### config.mk
export PLATFORM = sky130hd
export DESIGN_NAME = mips_integer_execute_unit
export DESIGN_NICKNAME = d
export VERILOG_FILES = /design/src/design/mips_ieu_pkg.sv /design/src/design/mips_ieu_div.sv /design/src/design/mips_integer_execute_unit.sv
export SDC_FILE = /design/constraint.sdc
export NUM_CORES = 2
export LEC_CHECK = 0
export BUFFER_PORTS_ARGS = -buffer_cell sky130_fd_sc_hd__buf_2
export CORE_UTILIZATION = 30
export CTS_BUF_LIST = sky130_fd_sc_hd__clkbuf_4 sky130_fd_sc_hd__clkbuf_8
export CTS_CLUSTER_DIAMETER = 40
export CTS_CLUSTER_SIZE = 14
export DETAILED_ROUTE_END_ITERATION = 6
export REMOVE_ABC_BUFFERS = 1
export SETUP_SLACK_MARGIN = 0.1
export SYNTH_ARGS = -nofsm -noshare
export SYNTH_HDL_FRONTEND = slang
export SYNTH_HIERARCHICAL = 1
export SYNTH_SLANG_ARGS = --single-unit
### constraint.sdc
create_clock -name clk -period 17.7 [get_ports clk]
set_input_delay 3.54 -clock clk [delete_from_list [all_inputs] [get_ports clk]]
set_output_delay 3.54 -clock clk [all_outputs]
set_load 0.02 [all_outputs]
### src/design/mips_ieu_pkg.sv
`timescale 1ns / 1ps
package mips_ieu_pkg;

  // primary opcodes
  localparam logic [5:0] OP_SPECIAL = 6'h00;
  localparam logic [5:0] OP_REGIMM  = 6'h01;
  localparam logic [5:0] OP_J       = 6'h02;
  localparam logic [5:0] OP_JAL     = 6'h03;
  localparam logic [5:0] OP_BEQ     = 6'h04;
  localparam logic [5:0] OP_BNE     = 6'h05;
  localparam logic [5:0] OP_BLEZ    = 6'h06;
  localparam logic [5:0] OP_BGTZ    = 6'h07;
  localparam logic [5:0] OP_ADDI    = 6'h08;
  localparam logic [5:0] OP_ADDIU   = 6'h09;
  localparam logic [5:0] OP_SLTI    = 6'h0a;
  localparam logic [5:0] OP_SLTIU   = 6'h0b;
  localparam logic [5:0] OP_ANDI    = 6'h0c;
  localparam logic [5:0] OP_ORI     = 6'h0d;
  localparam logic [5:0] OP_LUI     = 6'h0f;
  localparam logic [5:0] OP_COP0    = 6'h10;
  localparam logic [5:0] OP_LB      = 6'h20;
  localparam logic [5:0] OP_LW      = 6'h23;
  localparam logic [5:0] OP_LBU     = 6'h24;
  localparam logic [5:0] OP_SB      = 6'h28;
  localparam logic [5:0] OP_SH      = 6'h29;
  localparam logic [5:0] OP_SW      = 6'h2b;

  // special function codes
  localparam logic [5:0] FN_SLL     = 6'h00;
  localparam logic [5:0] FN_SRL     = 6'h02;
  localparam logic [5:0] FN_SRA     = 6'h03;
  localparam logic [5:0] FN_JR      = 6'h08;
  localparam logic [5:0] FN_JALR    = 6'h09;
  localparam logic [5:0] FN_SYSCALL = 6'h0c;
  localparam logic [5:0] FN_MFHI    = 6'h10;
  localparam logic [5:0] FN_MTHI    = 6'h11;
  localparam logic [5:0] FN_MFLO    = 6'h12;
  localparam logic [5:0] FN_MTLO    = 6'h13;
  localparam logic [5:0] FN_DIV     = 6'h1a;
  localparam logic [5:0] FN_DIVU    = 6'h1b;
  localparam logic [5:0] FN_ADD     = 6'h20;
  localparam logic [5:0] FN_ADDU    = 6'h21;
  localparam logic [5:0] FN_SUBU    = 6'h23;
  localparam logic [5:0] FN_AND     = 6'h24;
  localparam logic [5:0] FN_OR      = 6'h25;
  localparam logic [5:0] FN_SLT     = 6'h2a;
  localparam logic [5:0] FN_SLTU    = 6'h2b;

  localparam logic [4:0] CP0_MF = 5'h00;
  localparam logic [4:0] CP0_MT = 5'h04;
  localparam logic [4:0] CP0_SR = 5'd12;

  localparam logic [4:0] LINK_REG = 5'd31;
  localparam int unsigned ISO_BIT = 16;

  localparam logic [1:0] MOP_NONE  = 2'd0;
  localparam logic [1:0] MOP_READ  = 2'd1;
  localparam logic [1:0] MOP_WRITE = 2'd2;

  localparam logic [1:0] MSZ_BYTE = 2'd0;
  localparam logic [1:0] MSZ_HALF = 2'd1;
  localparam logic [1:0] MSZ_WORD = 2'd2;

  localparam logic [1:0] EXT_WORD  = 2'd0;
  localparam logic [1:0] EXT_BYTES = 2'd1;
  localparam logic [1:0] EXT_BYTEU = 2'd2;

  localparam logic [2:0] ST_OK       = 3'd0;
  localparam logic [2:0] ST_SYSCALL  = 3'd1;
  localparam logic [2:0] ST_OVERFLOW = 3'd2;
  localparam logic [2:0] ST_UNALIGN  = 3'd3;
  localparam logic [2:0] ST_UNKNOWN  = 3'd4;
  localparam logic [2:0] ST_BADCOP0  = 3'd5;

  // divider request and answer
  typedef struct packed {
    logic        start;
    logic        sgn;
    logic [31:0] num;
    logic [31:0] den;
  } div_req_t;

  typedef struct packed {
    logic        done;
    logic [31:0] quo;
    logic [31:0] rem;
  } div_rsp_t;

  // strip address bits for the two masked regions
  function automatic logic [31:0] region(input logic [31:0] a);
    logic [31:0] r;
    r = a;
    if (a[31:29] == 3'd4) r = a & 32'h7fffffff;
    else if (a[31:29] == 3'd5) r = a & 32'h1fffffff;
    return r;
  endfunction

endpackage

### src/design/mips_ieu_div.sv
`timescale 1ns / 1ps
// Radix-2 restoring divider, one quotient bit per cycle, with the
// divide-by-zero and signed overflow answers settled up front.
module mips_ieu_div (
  input  logic                   clk,
  input  logic                   rst,
  input  mips_ieu_pkg::div_req_t req,
  output mips_ieu_pkg::div_rsp_t rsp
);

  logic        busy;
  logic [5:0]  count;
  logic [31:0] quo;
  logic [31:0] rem;
  logic [31:0] den;
  logic        neg_q;
  logic        neg_r;
  logic        fin;
  logic [32:0] trial;
  logic [31:0] num_mag;
  logic [31:0] den_mag;

  assign num_mag = (req.sgn && req.num[31]) ? 32'd0 - req.num : req.num;
  assign den_mag = (req.sgn && req.den[31]) ? 32'd0 - req.den : req.den;
  assign trial   = {rem, quo[31]} - {1'b0, den};

  // start a division or settle its special cases, then iterate the shift-subtract loop
  always_ff @(posedge clk) begin
    if (rst) begin
      busy <= 1'b0;
      fin  <= 1'b0;
    end else begin
      fin <= 1'b0;
      if (req.start) begin
        if (req.den == 32'd0) begin
          rem   <= req.num;
          quo   <= (req.sgn && req.num[31]) ? 32'd1 : 32'hffffffff;
          neg_q <= 1'b0;
          neg_r <= 1'b0;
          fin   <= 1'b1;
        end else if (req.sgn && req.num == 32'h80000000 && req.den == 32'hffffffff) begin
          rem   <= 32'd0;
          quo   <= 32'h80000000;
          neg_q <= 1'b0;
          neg_r <= 1'b0;
          fin   <= 1'b1;
        end else begin
          busy  <= 1'b1;
          count <= 6'd32;
          quo   <= num_mag;
          rem   <= 32'd0;
          den   <= den_mag;
          neg_q <= req.sgn && (req.num[31] ^ req.den[31]);
          neg_r <= req.sgn && req.num[31];
        end
      end else if (busy) begin
        if (!trial[32]) rem <= trial[31:0];
        else rem <= {rem[30:0], quo[31]};
        quo   <= {quo[30:0], !trial[32]};
        count <= count - 6'd1;
        if (count == 6'd1) begin
          busy <= 1'b0;
          fin  <= 1'b1;
        end
      end
    end
  end

  assign rsp.done = fin;
  assign rsp.quo  = neg_q ? 32'd0 - quo : quo;
  assign rsp.rem  = neg_r ? 32'd0 - rem : rem;

endmodule

### src/design/mips_integer_execute_unit.sv
`timescale 1ns / 1ps
// The register file is read at the accepting edge, then the request is executed and
// written back and its result registered and offered; a new request is accepted only
// once that result is taken (read, execute, hand-off). div and divu also wait for the
// divider (one quotient bit a cycle); divide by zero and the signed overflow case
// skip the bit loop. Output stalls hold the block until the result is taken.
// Reset clears the control state, HI, LO, SR and the register file valid bits.
module mips_integer_execute_unit (
  input  logic        clk,
  input  logic        rst,
  input  logic        in_valid,
  output logic        in_ready,
  input  logic        action,
  input  logic [31:0] instr_word,
  input  logic [31:0] cur_pc,
  input  logic [31:0] seq_next_pc,
  input  logic [31:0] ret_data,
  input  logic [4:0]  ret_dest,
  input  logic [1:0]  ret_kind,
  output logic        out_valid,
  input  logic        out_ready,
  output logic [31:0] new_next_pc,
  output logic [1:0]  mem_op,
  output logic [1:0]  mem_size,
  output logic [31:0] mem_address,
  output logic [31:0] mem_wdata,
  output logic [4:0]  load_target,
  output logic [1:0]  load_extend,
  output logic [2:0]  status
);

  typedef enum logic [3:0] {
    S_IDLE = 4'b0001,
    S_EXEC = 4'b0010,
    S_DIV  = 4'b0100,
    S_OUT  = 4'b1000
  } state_t;

  state_t state;

  // held request
  logic        q_action;
  logic [31:0] q_word;
  logic [31:0] q_pc;
  logic [31:0] q_seq;
  logic [31:0] q_rdata;
  logic [4:0]  q_rdest;
  logic [1:0]  q_rkind;

  // register file: two read ports, one write port, valid bits for reset
  logic [31:0] rf_a [32];
  logic [31:0] rf_b [32];
  logic [31:0] rf_valid;
  logic [31:0] rda_raw;
  logic [31:0] rdb_raw;
  logic [4:0]  rda_idx;
  logic [4:0]  rdb_idx;
  logic        we;
  logic [4:0]  wa;
  logic [31:0] wd;

  logic [31:0] hi_reg;
  logic [31:0] lo_reg;
  logic [31:0] status_reg;

  mips_ieu_pkg::div_req_t dreq;
  mips_ieu_pkg::div_rsp_t drsp;

  logic        accept;
  assign accept   = in_valid && in_ready;
  assign in_ready = (state == S_IDLE);

  // read and write the register file
  always_ff @(posedge clk) begin
    if (we) begin
      rf_a[wa] <= wd;
      rf_b[wa] <= wd;
    end
    rda_raw <= rf_a[instr_word[25:21]];
    rdb_raw <= rf_b[instr_word[20:16]];
    rda_idx <= instr_word[25:21];
    rdb_idx <= instr_word[20:16];
  end

  always_ff @(posedge clk) begin
    if (rst) rf_valid <= 32'd0;
    else if (we) rf_valid[wa] <= 1'b1;
  end

  logic [31:0] a;
  logic [31:0] b;
  assign a = (rda_idx != 5'd0 && rf_valid[rda_idx]) ? rda_raw : 32'd0;
  assign b = (rdb_idx != 5'd0 && rf_valid[rdb_idx]) ? rdb_raw : 32'd0;

  // execute
  logic [5:0]  opc;
  logic [5:0]  fn;
  logic [4:0]  rs;
  logic [4:0]  rt;
  logic [4:0]  rd;
  logic [4:0]  sh;
  logic [31:0] imm;
  logic [31:0] simm;
  logic [31:0] btgt;
  logic [31:0] jtgt;
  logic [31:0] ea;
  logic [31:0] sum;
  logic [31:0] sumi;
  logic        iso;
  logic [31:0] rv;

  logic [31:0] npc;
  logic [1:0]  r_op;
  logic [1:0]  r_size;
  logic [31:0] r_addr;
  logic [31:0] r_wdata;
  logic [4:0]  r_ltgt;
  logic [1:0]  r_lext;
  logic [2:0]  r_st;
  logic        w_en;
  logic [4:0]  w_idx;
  logic [31:0] w_val;
  logic        hi_we;
  logic        lo_we;
  logic        sr_we;
  logic        div_go;
  logic        div_sgn;

  assign opc  = q_word[31:26];
  assign fn   = q_word[5:0];
  assign rs   = q_word[25:21];
  assign rt   = q_word[20:16];
  assign rd   = q_word[15:11];
  assign sh   = q_word[10:6];
  assign imm  = {16'd0, q_word[15:0]};
  assign simm = {{16{q_word[15]}}, q_word[15:0]};
  assign btgt = q_pc + {simm[29:0], 2'b00};
  assign jtgt = {q_pc[31:28], q_word[25:0], 2'b00};
  assign ea   = a + simm;
  assign sum  = a + b;
  assign sumi = a + simm;
  assign iso  = status_reg[mips_ieu_pkg::ISO_BIT];

  always_comb begin
    npc = q_seq;
    r_op = mips_ieu_pkg::MOP_NONE;
    r_size = mips_ieu_pkg::MSZ_BYTE;
    r_addr = 32'd0;
    r_wdata = 32'd0;
    r_ltgt = 5'd0;
    r_lext = mips_ieu_pkg::EXT_WORD;
    r_st = mips_ieu_pkg::ST_OK;
    w_en = 1'b0;
    w_idx = rt;
    w_val = 32'd0;
    hi_we = 1'b0;
    lo_we = 1'b0;
    sr_we = 1'b0;
    div_go = 1'b0;
    div_sgn = 1'b0;
    rv = q_rdata;
    if (q_action) begin
      case (q_rkind)
        mips_ieu_pkg::EXT_BYTES: rv = {{24{q_rdata[7]}}, q_rdata[7:0]};
        mips_ieu_pkg::EXT_BYTEU: rv = {24'd0, q_rdata[7:0]};
        default: rv = q_rdata;
      endcase
      w_en = 1'b1;
      w_idx = q_rdest;
      w_val = rv;
    end else begin
      case (opc)
        mips_ieu_pkg::OP_SPECIAL: begin
          w_idx = rd;
          case (fn)
            mips_ieu_pkg::FN_SLL: begin w_en = 1'b1; w_val = b << sh; end
            mips_ieu_pkg::FN_SRL: begin w_en = 1'b1; w_val = b >> sh; end
            mips_ieu_pkg::FN_SRA: begin
              w_en = 1'b1;
              w_val = 32'($signed(b) >>> sh);
            end
            mips_ieu_pkg::FN_JR: npc = a;
            mips_ieu_pkg::FN_JALR: begin npc = a; w_en = 1'b1; w_val = q_seq; end
            mips_ieu_pkg::FN_SYSCALL: r_st = mips_ieu_pkg::ST_SYSCALL;
            mips_ieu_pkg::FN_MFHI: begin w_en = 1'b1; w_val = hi_reg; end
            mips_ieu_pkg::FN_MTHI: hi_we = 1'b1;
            mips_ieu_pkg::FN_MFLO: begin w_en = 1'b1; w_val = lo_reg; end
            mips_ieu_pkg::FN_MTLO: lo_we = 1'b1;
            mips_ieu_pkg::FN_DIV: begin div_go = 1'b1; div_sgn = 1'b1; end
            mips_ieu_pkg::FN_DIVU: div_go = 1'b1;
            mips_ieu_pkg::FN_ADD: begin
              if (!(a[31] ^ b[31]) && (a[31] ^ sum[31]))
                r_st = mips_ieu_pkg::ST_OVERFLOW;
              else begin
                w_en = 1'b1;
                w_val = sum;
              end
            end
            mips_ieu_pkg::FN_ADDU: begin w_en = 1'b1; w_val = sum; end
            mips_ieu_pkg::FN_SUBU: begin w_en = 1'b1; w_val = a - b; end
            mips_ieu_pkg::FN_AND: begin w_en = 1'b1; w_val = a & b; end
            mips_ieu_pkg::FN_OR: begin w_en = 1'b1; w_val = a | b; end
            mips_ieu_pkg::FN_SLT: begin
              w_en = 1'b1;
              w_val = {31'd0, $signed(a) < $signed(b)};
            end
            mips_ieu_pkg::FN_SLTU: begin w_en = 1'b1; w_val = {31'd0, a < b}; end
            default: r_st = mips_ieu_pkg::ST_UNKNOWN;
          endcase
        end
        mips_ieu_pkg::OP_REGIMM: begin
          if (q_word[20:17] == 4'd8) begin
            w_en = 1'b1;
            w_idx = mips_ieu_pkg::LINK_REG;
            w_val = q_seq;
          end
          if (a[31] ^ q_word[16]) npc = btgt;
        end
        mips_ieu_pkg::OP_JAL: begin
          w_en = 1'b1;
          w_idx = mips_ieu_pkg::LINK_REG;
          w_val = q_seq;
          npc = jtgt;
        end
        mips_ieu_pkg::OP_J: npc = jtgt;
        mips_ieu_pkg::OP_BEQ: if (a == b) npc = btgt;
        mips_ieu_pkg::OP_BNE: if (a != b) npc = btgt;
        mips_ieu_pkg::OP_BLEZ: if (a[31] || a == 32'd0) npc = btgt;
        mips_ieu_pkg::OP_BGTZ: if (!a[31] && a != 32'd0) npc = btgt;
        mips_ieu_pkg::OP_ADDI: begin
          if (!(a[31] ^ simm[31]) && (a[31] ^ sumi[31]))
            r_st = mips_ieu_pkg::ST_OVERFLOW;
          else begin
            w_en = 1'b1;
            w_val = sumi;
          end
        end
        mips_ieu_pkg::OP_ADDIU: begin w_en = 1'b1; w_val = sumi; end
        mips_ieu_pkg::OP_SLTI: begin
          w_en = 1'b1;
          w_val = {31'd0, $signed(a) < $signed(simm)};
        end
        mips_ieu_pkg::OP_SLTIU: begin w_en = 1'b1; w_val = {31'd0, a < simm}; end
        mips_ieu_pkg::OP_ANDI: begin w_en = 1'b1; w_val = a & imm; end
        mips_ieu_pkg::OP_ORI: begin w_en = 1'b1; w_val = a | imm; end
        mips_ieu_pkg::OP_LUI: begin w_en = 1'b1; w_val = {q_word[15:0], 16'd0}; end
        mips_ieu_pkg::OP_COP0: begin
          case (rs)
            mips_ieu_pkg::CP0_MF: begin
              if (rd != mips_ieu_pkg::CP0_SR) r_st = mips_ieu_pkg::ST_UNKNOWN;
              else begin
                w_en = 1'b1;
                w_val = status_reg;
              end
            end
            mips_ieu_pkg::CP0_MT: begin
              if (rd == mips_ieu_pkg::CP0_SR) sr_we = 1'b1;
              else if (rd inside {5'd3, 5'd5, 5'd6, 5'd7, 5'd9, 5'd11, 5'd13}) begin
                if (b != 32'd0) r_st = mips_ieu_pkg::ST_BADCOP0;
              end else r_st = mips_ieu_pkg::ST_BADCOP0;
            end
            default: r_st = mips_ieu_pkg::ST_UNKNOWN;
          endcase
        end
        mips_ieu_pkg::OP_LB, mips_ieu_pkg::OP_LBU: begin
          r_op = mips_ieu_pkg::MOP_READ;
          r_addr = mips_ieu_pkg::region(ea);
          r_ltgt = rt;
          r_lext = (opc == mips_ieu_pkg::OP_LB) ? mips_ieu_pkg::EXT_BYTES
                                                : mips_ieu_pkg::EXT_BYTEU;
        end
        mips_ieu_pkg::OP_LW: begin
          if (!iso) begin
            if (ea[1:0] != 2'd0) r_st = mips_ieu_pkg::ST_UNALIGN;
            else begin
              r_op = mips_ieu_pkg::MOP_READ;
              r_size = mips_ieu_pkg::MSZ_WORD;
              r_addr = mips_ieu_pkg::region(ea);
              r_ltgt = rt;
            end
          end
        end
        mips_ieu_pkg::OP_SB: begin
          if (!iso) begin
            r_op = mips_ieu_pkg::MOP_WRITE;
            r_addr = mips_ieu_pkg::region(ea);
            r_wdata = {24'd0, b[7:0]};
          end
        end
        mips_ieu_pkg::OP_SH: begin
          if (!iso) begin
            if (ea[0]) r_st = mips_ieu_pkg::ST_UNALIGN;
            else begin
              r_op = mips_ieu_pkg::MOP_WRITE;
              r_size = mips_ieu_pkg::MSZ_HALF;
              r_addr = mips_ieu_pkg::region(ea);
              r_wdata = {16'd0, b[15:0]};
            end
          end
        end
        mips_ieu_pkg::OP_SW: begin
          if (!iso) begin
            if (ea[1:0] != 2'd0) r_st = mips_ieu_pkg::ST_UNALIGN;
            else begin
              r_op = mips_ieu_pkg::MOP_WRITE;
              r_size = mips_ieu_pkg::MSZ_WORD;
              r_addr = mips_ieu_pkg::region(ea);
              r_wdata = b;
            end
          end
        end
        default: r_st = mips_ieu_pkg::ST_UNKNOWN;
      endcase
    end
  end

  assign we = (state == S_EXEC) && w_en && (w_idx != 5'd0);
  assign wa = w_idx;
  assign wd = w_val;

  assign dreq.start = (state == S_EXEC) && div_go;
  assign dreq.sgn   = div_sgn;
  assign dreq.num   = a;
  assign dreq.den   = b;

  mips_ieu_div u_div (
    .clk (clk),
    .rst (rst),
    .req (dreq),
    .rsp (drsp)
  );

  // sequence the request and hold the result
  always_ff @(posedge clk) begin
    if (rst) begin
      state      <= S_IDLE;
      out_valid  <= 1'b0;
      hi_reg     <= 32'd0;
      lo_reg     <= 32'd0;
      status_reg <= 32'd0;
    end else begin
      case (state)
        S_IDLE: begin
          if (accept) begin
            q_action <= action;
            q_word   <= instr_word;
            q_pc     <= cur_pc;
            q_seq    <= seq_next_pc;
            q_rdata  <= ret_data;
            q_rdest  <= ret_dest;
            q_rkind  <= ret_kind;
            state    <= S_EXEC;
          end
        end
        S_EXEC: begin
          new_next_pc <= npc;
          mem_op      <= r_op;
          mem_size    <= r_size;
          mem_address <= r_addr;
          mem_wdata   <= r_wdata;
          load_target <= r_ltgt;
          load_extend <= r_lext;
          status      <= r_st;
          if (hi_we) hi_reg <= a;
          if (lo_we) lo_reg <= a;
          if (sr_we) status_reg <= b;
          if (div_go) state <= S_DIV;
          else begin
            out_valid <= 1'b1;
            state     <= S_OUT;
          end
        end
        S_DIV: begin
          if (drsp.done) begin
            hi_reg    <= drsp.rem;
            lo_reg    <= drsp.quo;
            out_valid <= 1'b1;
            state     <= S_OUT;
          end
        end
        S_OUT: begin
          if (out_ready) begin
            out_valid <= 1'b0;
            state     <= S_IDLE;
          end
        end
        default: state <= S_IDLE;
      endcase
    end
  end

  // checks
  a_one_hot: assert property (@(posedge clk) disable iff (rst) $onehot(state))
    else $error("state not one-hot");
  a_out_hold: assert property (@(posedge clk) disable iff (rst)
    out_valid |-> !in_ready)
    else $error("request taken while a result waits");
  a_no_r0: assert property (@(posedge clk) disable iff (rst) we |-> wa != 5'd0)
    else $error("write to register zero");
  a_div_done: assert property (@(posedge clk) disable iff (rst)
    drsp.done |-> state == S_DIV)
    else $error("divider finished outside divide wait");

endmodule

# Word level (Yosys, flattened, before mapping)
# Memory sizes are Yosys's and may differ from the RTL's. A register that Yosys moved wholly into a read port is not among the register bits.
# Cells that the tools add are included.
# W data, S select, Z words.
# word_totals
ramBits	2048
regBits	495
in_bits	140
memories	2
mem_bits_ro	0
latchBits	0
# classes
eq_ne	71
div_mod_pow	0
bitwise	14
shifts	3
n_lt_le_gt_ge	8
n_reduce_logical	58
add_sub_neg	10
n_mux	140
n_mul	0
# mem_list
name	depth	word_bits	rd	rd_ports_with_merged_regs	write_ports	line_no	source
rf_a	32	32	1	1	1	mips_integer_execute_unit.sv:51	logic [31:0] rf_a [32];
rf_b	32	32	1	1	1	mips_integer_execute_unit.sv:52	logic [31:0] rf_b [32];
# ops
op	count
$mux W32	43
$pmux W32 S13	1
$pmux W32 S11	1
$pmux W32 S7	1
$pmux W32 S2	3
$pmux W32 S4	1
$sub A1 B32 Y32 const A	4
$add A32 B32 Y32	3
$lt A32 B32 Y1	3
$pmux W32 S3	1
$eq A6 B6 Y1 const B	13
$eq A32 B32 Y1 const B	2
$logic_not A32 Y1	2
$or A32 B32 Y32	2
$reduce_bool A32 Y1	2
$eq A6 B4 Y1 const B	10
$mux W1	44
$eq A6 B5 Y1 const B	7
$sub A33 B32 Y33	1
$and A32 B16 Y32	1
$and A32 B32 Y32	1
$eq A32 B32 Y1	1
$lt A32 B16 Y1	1
$mux W16	2
other kinds (63)	154

# Longest topological paths before layout
# depth
depth_word	15
mapped_depth	27

# Cells and area by module
# Netlist, hierarchy kept.
# by_module_without_submodules
module	instances	area_per_inst_um2	cells_each	seq_area_each_um2
mips_integer_execute_unit	1	79209.7	5803	42280.6
mips_ieu_div	1	9081.2	1050	3163.0

# Worst setup path before layout
# No wires, ideal clock.
# synth_timing
path_kind	input-to-reg
start	input rst
end	register q_action (enable)
path_slack_ns	3.068
arrival_time_ns	13.806
setup_time_ns	0.826
stages	3
path_cell_list	clkbuf_1 -> clkbuf_1 -> nor3b_1
# synth_between
elab_chain_cells	2
# synth_rtl
item	line_no	source
start: declaration	mips_integer_execute_unit.sv:10	input logic rst,
$not A1 Y1 (no line)	-	
$reduce_and A3 Y1 (no line)	-	
end signal: assignment	mips_integer_execute_unit.sv:345	q_action <= action;
end: declaration	mips_integer_execute_unit.sv:42	logic q_action;
# No other way between the ends.
# A chain may end at the register's enable or synchronous reset.

# Worst setup path in the final report
# layout_timing
start	register rda_idx[0]
end	memory rf_b[28][26] (enable)
# layout_between
elab_chain_cells	15
elab_cells_between_ends	24
# layout_rtl
item	line_no	source
start: declaration	mips_integer_execute_unit.sv:56	logic [4:0] rda_idx;
start signal: assignment	mips_integer_execute_unit.sv:81	rda_idx <= instr_word[25:21];
$bmux W1 S5	mips_integer_execute_unit.sv:92	assign a = (rda_idx != 5'd0 && rf_valid[rda_idx]) ? rda_raw : 32'd0;
$mux W1 (not written as such)	mips_integer_execute_unit.sv:92	
$logic_and A1 B1 Y1 *	mips_integer_execute_unit.sv:92	
$mux W32 *	mips_integer_execute_unit.sv:92	
via a[11]	mips_integer_execute_unit.sv:90	logic [31:0] a;
$add A32 B32 Y32	mips_integer_execute_unit.sv:140	assign sum = a + b;
$xor A1 B1 Y1	mips_integer_execute_unit.sv:192	if (!(a[31] ^ b[31]) && (a[31] ^ sum[31]))
$logic_and A1 B1 Y1	mips_integer_execute_unit.sv:192	
$mux W1	mips_integer_execute_unit.sv:192	
$pmux W1 S2	mips_integer_execute_unit.sv:175	case (fn)
$pmux W1 S5 *	mips_integer_execute_unit.sv:172	case (opc)
$mux W1 *	mips_integer_execute_unit.sv:162	if (q_action) begin
$logic_and A1 B1 Y1 * (2 in series)	mips_integer_execute_unit.sv:317	assign we = (state == S_EXEC) && w_en && (w_idx != 5'd0);
$mux W1 *	mips_integer_execute_unit.sv:75	if (we) begin
$mux W1 (not written as such) *	mips_integer_execute_unit.sv:77	rf_b[wa] <= wd;
end: declaration	mips_integer_execute_unit.sv:52	
# The timed path passes the listed nets; every way through them passes the cells marked *. The select of a mux whose other input is x is not followed.

==> metrics.cfg <==
[place]
portBuffers = 251
dp_hpwl_mm = 268.1
place_area_mm2 = 0.09477
finalWeightedCongestion = 1.032
place_ws_ps = 9128

[synth]
ys_ff_latch = 1583
ys_warn_count = 6
yosysSeqAreaShare_pct = 51.47
synth_edf_count = 1374
async_flop_share_pct = 0
syn_area_mm2 = 0.08829
synth_flop_cell = edfxtp_1
syn_area_per_cell_um2 = 12.88
synth_cell_types = 117
synthCells = 6853

[drt]
finalWirelength_mm = 375.1
drt_iter0_drc = 9593
postRouteAntennaNets = 0
routed_via_density = 6.040
drc_errors = 26
first_pass_iters = 7
via_count = 67440
routedWlPerCell_um = 33.60

[grt]
grt_pass1_wl_mm = 512.9
grt_antenna_before_repair = 48
grt_use_total_pct = 24.57
grt_max_degree = 137
grt_remaining_overflow = 0
grt_pass1_vias = 64690

[layout]
largest_register_ffs = 992
syn_to_final_growth_pct = 12.48
fin_util_pct = 34.03
fin_nets = 7470
fillers = 28680
stdcell_area_mm2 = 0.09931
drive_above_1_share_pct = 23.47

[timing]
relSlewSlack_pct = -3.218
drv_slew = 2
setup_slack_ps = 8797
fmax_ghz = 0.1123
period_share_pct = 50.30
worst_pin_slew_ps = 1548
setup_viol = 0
finClkSkew_ps = 136.5
tns_ps = 0
min_period_ps = 8903
rsz0062_at_grt = false
hold_viol_final = 0

[power_and_ir_drop]
vdd_drop_max_v = 0.00007530
leakage_nw = 33.14
powerDensity_mw_per_mm2 = 86.63

[floorplanning]
die_w_um = 544.5
dieHeight_um = 544.5
start_util_pct = 30.25
placeableCoreArea_mm2 = 0.2918
dieArea_mm2 = 0.2965
io_pins = 252
placementRows = 198

[clock_network]
ctsResizeCount = 0
clock_sinks = 1583
post_cts_buffers = 0
clk_pin_slew_ps = 80
cts-root-buf = clkbuf_8
cts-hold-fix-buffers = 0
htreeDepth = 4
cts_tree = yes
clk_latency_ps = 1050
cts_buffer_depth = 4
cts_made_buffers = 208

[critical_path]
reg2reg_from = rda_idx[0]$_DFF_P_
start_kind = flip-flop
crit_fanout = 30
reg2reg_to = rf_b[28][26]$_DFFE_PP_
required_ps = 18370
crit_start = rda_idx[0]$_DFF_P_
worstSetupEndpoint = rf_b[28][26]$_DFFE_PP_
critical_path.endpoint_type = flip-flop
critPathArrivalTime_ps = 9570
r2r_slack_ps = 8800
crit_type = flip-flop to flip-flop
r2r_cells = 23

[job]
max_cap_violations = 0

[min_path]
hold_start = rf_valid[0]$_SDFFE_PP0P_
hp-class = flip-flop to flip-flop

[outcome]
violations = DRC, slew limit
status = complete, but fails checks

-- worst min path at each step --
stage / endpoint / slack, ps / cells past startpoint
5_1_grt: rf_valid[0]$_SDFFE_PP0P_ / 490 / 1
6_report: rf_valid[0]$_SDFFE_PP0P_ / 490 / 1
2_1_floorplan: rf_valid[0]$_SDFFE_PP0P_ / 440 / 1
3_3_place_gp: rf_valid[13]$_SDFFE_PP0P_ / 470 / 2
3_5_place_dp: rf_valid[0]$_SDFFE_PP0P_ / 470 / 1
4_1_cts: rf_valid[0]$_SDFFE_PP0P_ / 480 / 1
-- worst max-delay path, stage by stage (launching register included) --
cell and delay (ps):
dfxtp_1 980, mux2i_1 200, a22oi_1 240, nand2_1 120, o31a_1 280, nand2_1 110, buf_4 380, nand2_1 350
inv_1 550, ha_1 380, o21a_1 140, o21ai_0 80, a21oi_1 410, o211a_1 250, nand3_1 80, nor4_1 490
nor2_1 260, a221o_2 530, o31ai_4 330, nor2_1 80, nor2_1 720, nand2_1 470, nor2_4 550, buf_4 450
-- cell usage in the layout (no fill, tap or decap), types with 96 or more instances in the layout --
master / netlist / layout
edfxtp_1: 1374 / 1374
mux4_2: 661 / 661
nor2_1: 601 / 568
nand2_1: 546 / 544
a21oi_1: 460 / 454
o21ai_0: 299 / 291
ha_1: 251 / 251
buf_2: 16 / 242
inv_1: 222 / 221
clkbuf_8: 0 / 215
dfxtp_1: 209 / 209
buf_4: 7 / 187
xnor2_1: 177 / 177
nor3_1: 102 / 96
-- Yosys cell counts, types with 48 or more instances --
master,count,area (um^2)
nor3_1,102,510.5
a211oi_1,51,382.9
a311oi_1,69,604.3
inv_1,222,833.3
mux2i_1,85,850.8
mux4_2,661,14890
nand2_1,546,2049
ha_1,251,3141
xnor2_1,177,1550
a31oi_1,63,394.1
nor2_1,601,2256
edfxtp_1,1374,41260
nand3_1,76,380.4
a21o_1,48,360.4
buf_1,82,307.8
mux2_2,88,991.0
clkbuf_1,342,1284
dfxtp_1,209,4184
o21a_1,55,412.9
nor4_1,52,325.3
a21oi_1,460,2302
o21ai_0,299,1496
a221oi_1,48,420.4
xor2_1,62,543.0
-- kinds of logic (layout without fill, tap and decap cells) --
kind of cell               count (synthesis)  after routing  share of synthesized area, %
and+or+nand+nor                         1672           1672                         8.534
AOI/OAI and AO/OA                       1585           1585                         12.00
DFF                                     1583           1583                         51.47
muxes                                    836            836                         18.99
buffers and inverters                    683           1041                         3.000
adders and majority gates                254            254                         3.625
xor gates and xnor gates                 239            239                         2.371
other                                      1             56                      0.004247
-- stage by stage --
step           instances  hold WS, ps  power (mW)
5_1_grt            11140        494.3       8.836
3_5_place_dp       10770        471.7       5.620
3_3_place_gp       10770        471.6       5.623
6_report           11170        486.6       8.604
2_1_floorplan       6430        437.4       4.976
4_1_cts            11140        484.4       8.605
-- area by class of cell --
type	instances	area [um^2]	share of cell area, %
Clock buffer	232	3087	3.108
Antenna cell	24	60.06	0.06047
Timing Repair Buffer	436	2718	2.736
Inverter	229	864.6	0.8706
Sequential cell	1583	45440	45.76
Clock inverter	144	1393	1.402
Tap cell	3900	4880	4.913
Multi-Input combinational cell	4618	40870	41.15
-- routing by layer --
layer	GRT usage (%)	part of all wire, %	vias to the layer above
li1	-	-	27450
met1	32.27	39	34710
met2	37.57	45	4341
met3	6.069	10	914
met4	12.48	5.8	28
met5	0	0.051	-
-- where the power goes --
part	switching [mW]	internal, mW
Clock	1.62	1.39
Combinational	0.897	0.454
Sequential	0.138	4.11
Note: power is estimated with default switching activity, not from simulation.
